[src/rtl/spn_ram.sv]
// generic single write port ram with registered read
module spn_ram #(
   parameter int WIDTH = 8,
   parameter int DEPTH = 256
) (
   input  logic                     clock,
   input  logic                     we,
   input  logic [$clog2(DEPTH)-1:0] waddr,
   input  logic [WIDTH-1:0]         wdata,
   input  logic [$clog2(DEPTH)-1:0] raddr,
   output logic [WIDTH-1:0]         rdata
);

   logic [WIDTH-1:0] mem [DEPTH];
   logic [WIDTH-1:0] rdata_ff;

   // write port and registered read port
   always_ff @(posedge clock) begin
      if (we) begin
         mem[waddr] <= wdata;
      end
      rdata_ff <= mem[raddr];
   end

   assign rdata = rdata_ff;

endmodule

[config.mk]
export PLATFORM = sky130hd
export DESIGN_NAME = spn_ram
export DESIGN_NICKNAME = d
export VERILOG_FILES = /design/src/rtl/spn_ram.sv
export SDC_FILE = /design/constraint.sdc
export NUM_CORES = 2
export LEC_CHECK = 0
export CAP_MARGIN = 25
export CORE_UTILIZATION = 60
export CTS_CLUSTER_SIZE = 25
export DETAILED_ROUTE_END_ITERATION = 7
export DONT_BUFFER_PORTS = 1
export PLACE_DENSITY = 0.81
export SLEW_MARGIN = 20
export SYNTH_ARGS = -nofsm -noshare
export SYNTH_HDL_FRONTEND = slang
export SYNTH_SLANG_ARGS = --single-unit
[constraint.sdc]
create_clock -name clock -period 6.3 [get_ports clock]
set_input_delay 1.26 -clock clock [delete_from_list [all_inputs] [get_ports clock]]
set_output_delay 1.26 -clock clock [all_outputs]
set_load 0.03 [all_outputs]
==> impl_metrics.env <==
export IMPL_synthAdderAreaFrac_pct=0
export IMPL_fin_worst_skew_ns=0.0370
export IMPL_cts_resized=0
export IMPL_crit_type="in -> reg"
export IMPL_sw_frac_of_total_pct=20.3
export IMPL_worst_slew_pin_slew_ns=1.14
export IMPL_cts_post_setup_buffers_inserted=0
export IMPL_cts_tree="yes"
export IMPL_power_leakage_nw=26.6
export IMPL_grt_pass1_wl_mm=281
export IMPL_cts_sinks=2056
export IMPL_clkLatencyLatePin_ns=0.84
export IMPL_synthCells=3733
export IMPL_cts_buffer_depth=3
export IMPL_synth_compound_area_share_pct=3.42
export IMPL_ys_top_cells_by_count="edfxtp_1 (2048), mux4_2 (454), nor2_1 (282)"
export IMPL_synthSimpleGateAreaFrac_pct=2.63
export IMPL_yosys_register_bits=2056
export IMPL_first_pass_iters=8
export IMPL_die_area_sq_um=134000
export IMPL_yosys_warnings=0
export IMPL_gr_total_overflow=0
export IMPL_drv_cap=0
export IMPL_crit_path_start_kind="input port"
export IMPL_synth_mux_area_share_pct=14.6
export IMPL_slew_viol_final=0
export IMPL_cp_required_ns=6.97
export IMPL_holdBufCountCts=0
export IMPL_synthToLayoutAreaGrowth_pct=9.64
export IMPL_rsz0062_at_grt="no"
export IMPL_synth_top_flop_cell="edfxtp_1"
export IMPL_coreArea_sq_um=131000
export IMPL_drt_wirelength_per_cell_um=34.8
export IMPL_drc_errors=13
export IMPL_ir_drop_mv=0.344
export IMPL_antenna_found_initial=5
export IMPL_rows=133
export IMPL_power_density_nw_per_um2=321
export IMPL_yosys_area_top_type="edfxtp_1"
export IMPL_slew_headroom_pct=23.6
export IMPL_cp_arrival_ns=5.95
export IMPL_track_usage_pct=29.3
export IMPL_dp_slack_ns=2.25
export IMPL_synth_xor_area_share_pct=0
export IMPL_worst_slack_ns=1.01
export IMPL_p_clk_share_pct=42.5
export IMPL_combPwrFrac_pct=3.4
export IMPL_violations="DRC"
export IMPL_finalPower_mw=28.0
export IMPL_diodes=0
export IMPL_grt_max_degree=579
export IMPL_htreeDepth=4
export IMPL_switchingPower_mw=5.68
export IMPL_num_vias=40139
export IMPL_yosys_cell_count_top_type="edfxtp_1"
export IMPL_initial_core_util_pct=60.5
export IMPL_synthesis_area_sq_um=79600
export IMPL_intPower_mw=22.3
export IMPL_synthesis_nets=3759
export IMPL_drive_gt1_share_pct=20.6
export IMPL_synth_top_family_by_area="multiplexers"
export IMPL_gp_congestion=0.878
export IMPL_io_pin_count=34
export IMPL_critPathMaxFanout=108
export IMPL_numCtsBuffers=192
export IMPL_seq_area_frac_synth_pct=77.5
export IMPL_reg2reg_slack_ns=3.61
export IMPL_dpl_hpwl_mm=103
export IMPL_clock_fmax_mhz=189
export IMPL_die_w_um=366
export IMPL_synth_area_per_cell_sq_um=21.3
export IMPL_hold_viol_final=0
export IMPL_min_period_ns=5.29
export IMPL_setup_violations=0
export IMPL_yosysUniqueCellTypes=55
export IMPL_hp_class="in -> reg"
export IMPL_grt_pass1_vias=40096
export IMPL_seqPwrFrac_pct=54.1
export IMPL_port_buffer_count=0
export IMPL_layout_nets=3757
export IMPL_status="complete, but fails checks"
export IMPL_synth_area_leaders="edfxtp_1 (77%), mux4_2 (13%), mux2i_1 (1.7%)"
export IMPL_synth_enable_flop_cells=2048
export IMPL_viasPerCell=7.11
export IMPL_ant_nets=0
export IMPL_timing_final_crit_share_pct=83.9
export IMPL_end_kind="flip-flop"
export IMPL_drt_iter0_drc=6860
export IMPL_clk_pin_slew_worst_paths_ns=0.06
export IMPL_synth_top_area_share_pct=77.3
export IMPL_tns_ns=0
export IMPL_wl_mm=197
export IMPL_synthArstFlopShare_pct=0
export IMPL_root_buffer="clkbuf_16"
export IMPL_die_y_um=366
[layout make-up]
cell class                      count  area, sq um
Sequential cell                  2056        61700
Fill cell                        7752        44200
Multi-Input combinational cell   1442        16500
Clock buffer                      229         5010
Tap cell                         1755         2200
Clock inverter                    128         1420
Timing Repair Buffer               37          387
Inverter                            2         7.51
[path summary, 6_finish.rpt]
check | startpoint | end | cells after the start
max | raddr[0] | rdata[2] | 9
min | wdata[7] | mem[60][7] | 0
max reg2reg | mem[85][2] | rdata[2] | 5
min reg2reg | mem[33][5] | rdata[5] | 6
[sequential cells by signal, summed over array words and instances (netlist names)]
name   cells
mem     2048
rdata      8
[layout by cell type (no fill, tap or decap), types with 28 or more instances in the layout]
cell       netlist  layout
a22oi_1        133     133
clkbuf_16        0     195
o221ai_1        46      46
mux4_2         454     454
nor2b_1         31      28
nand2_1         33      32
clkinv_2         0      32
edfxtp_1      2048    2048
a21oi_1         96      96
clkinv_1         1      42
o22ai_1         28      28
nor2_1         282     279
mux2i_1        134     134
clkbuf_1       111      34
nand3_1         34      31
[worst max-delay path, stage by stage]
cell and delay (ns):
buf_16 0.46, buf_16 0.52, buf_16 0.62, buf_16 0.53
mux4_2 0.63, mux4_2 0.53, nor2b_1 0.18, nor4_2 0.77
nor4_2 0.12
[cell families (layout without fill, tap and decap cells)]
family | count (synthesis) | after routing
AOI/OAI and AO/OA | 385 | 385
and+or+nand+nor | 466 | 466
DFF | 2056 | 2056
buffers and inverters | 235 | 396
muxes | 591 | 591
[through the flow]
stage / hold WS (ns) / utilization, % / std cells / instance area [sq um]
after floorplan: 0.770 / - / 3733 / 79600
after global placement: 0.932 / 61.3 / 5279 / 80500
after detailed placement: 0.957 / 61.3 / 5283 / 80600
after CTS: 0.513 / 66.2 / 5640 / 87000
after global routing: 0.514 / 66.3 / 5649 / 87200
final: 0.555 / 66.3 / 5649 / 87200
[layer usage]
metal | up-vias | global-route usage [%] | wire length [um]
met4 | 10 | 14.0 | 10200
met1 | 20486 | 38.7 | 66200
met3 | 626 | 8.58 | 25900
met2 | 3327 | 45.5 | 94200
li1 | 15690 | - | -
met5 | - | 0 | 104
[power groups by stage]
stage               Clock (mW)  Sequential, mW  Combinational, mW
floorplan                    0            15.4              0.733
global placement             0            15.4              0.772
detailed placement           0            15.4              0.784
CTS                       11.9            15.1              0.804
global route              12.4            15.1              0.959
finish                    11.9            15.1              0.937
(Power assumes the default switching activity.)
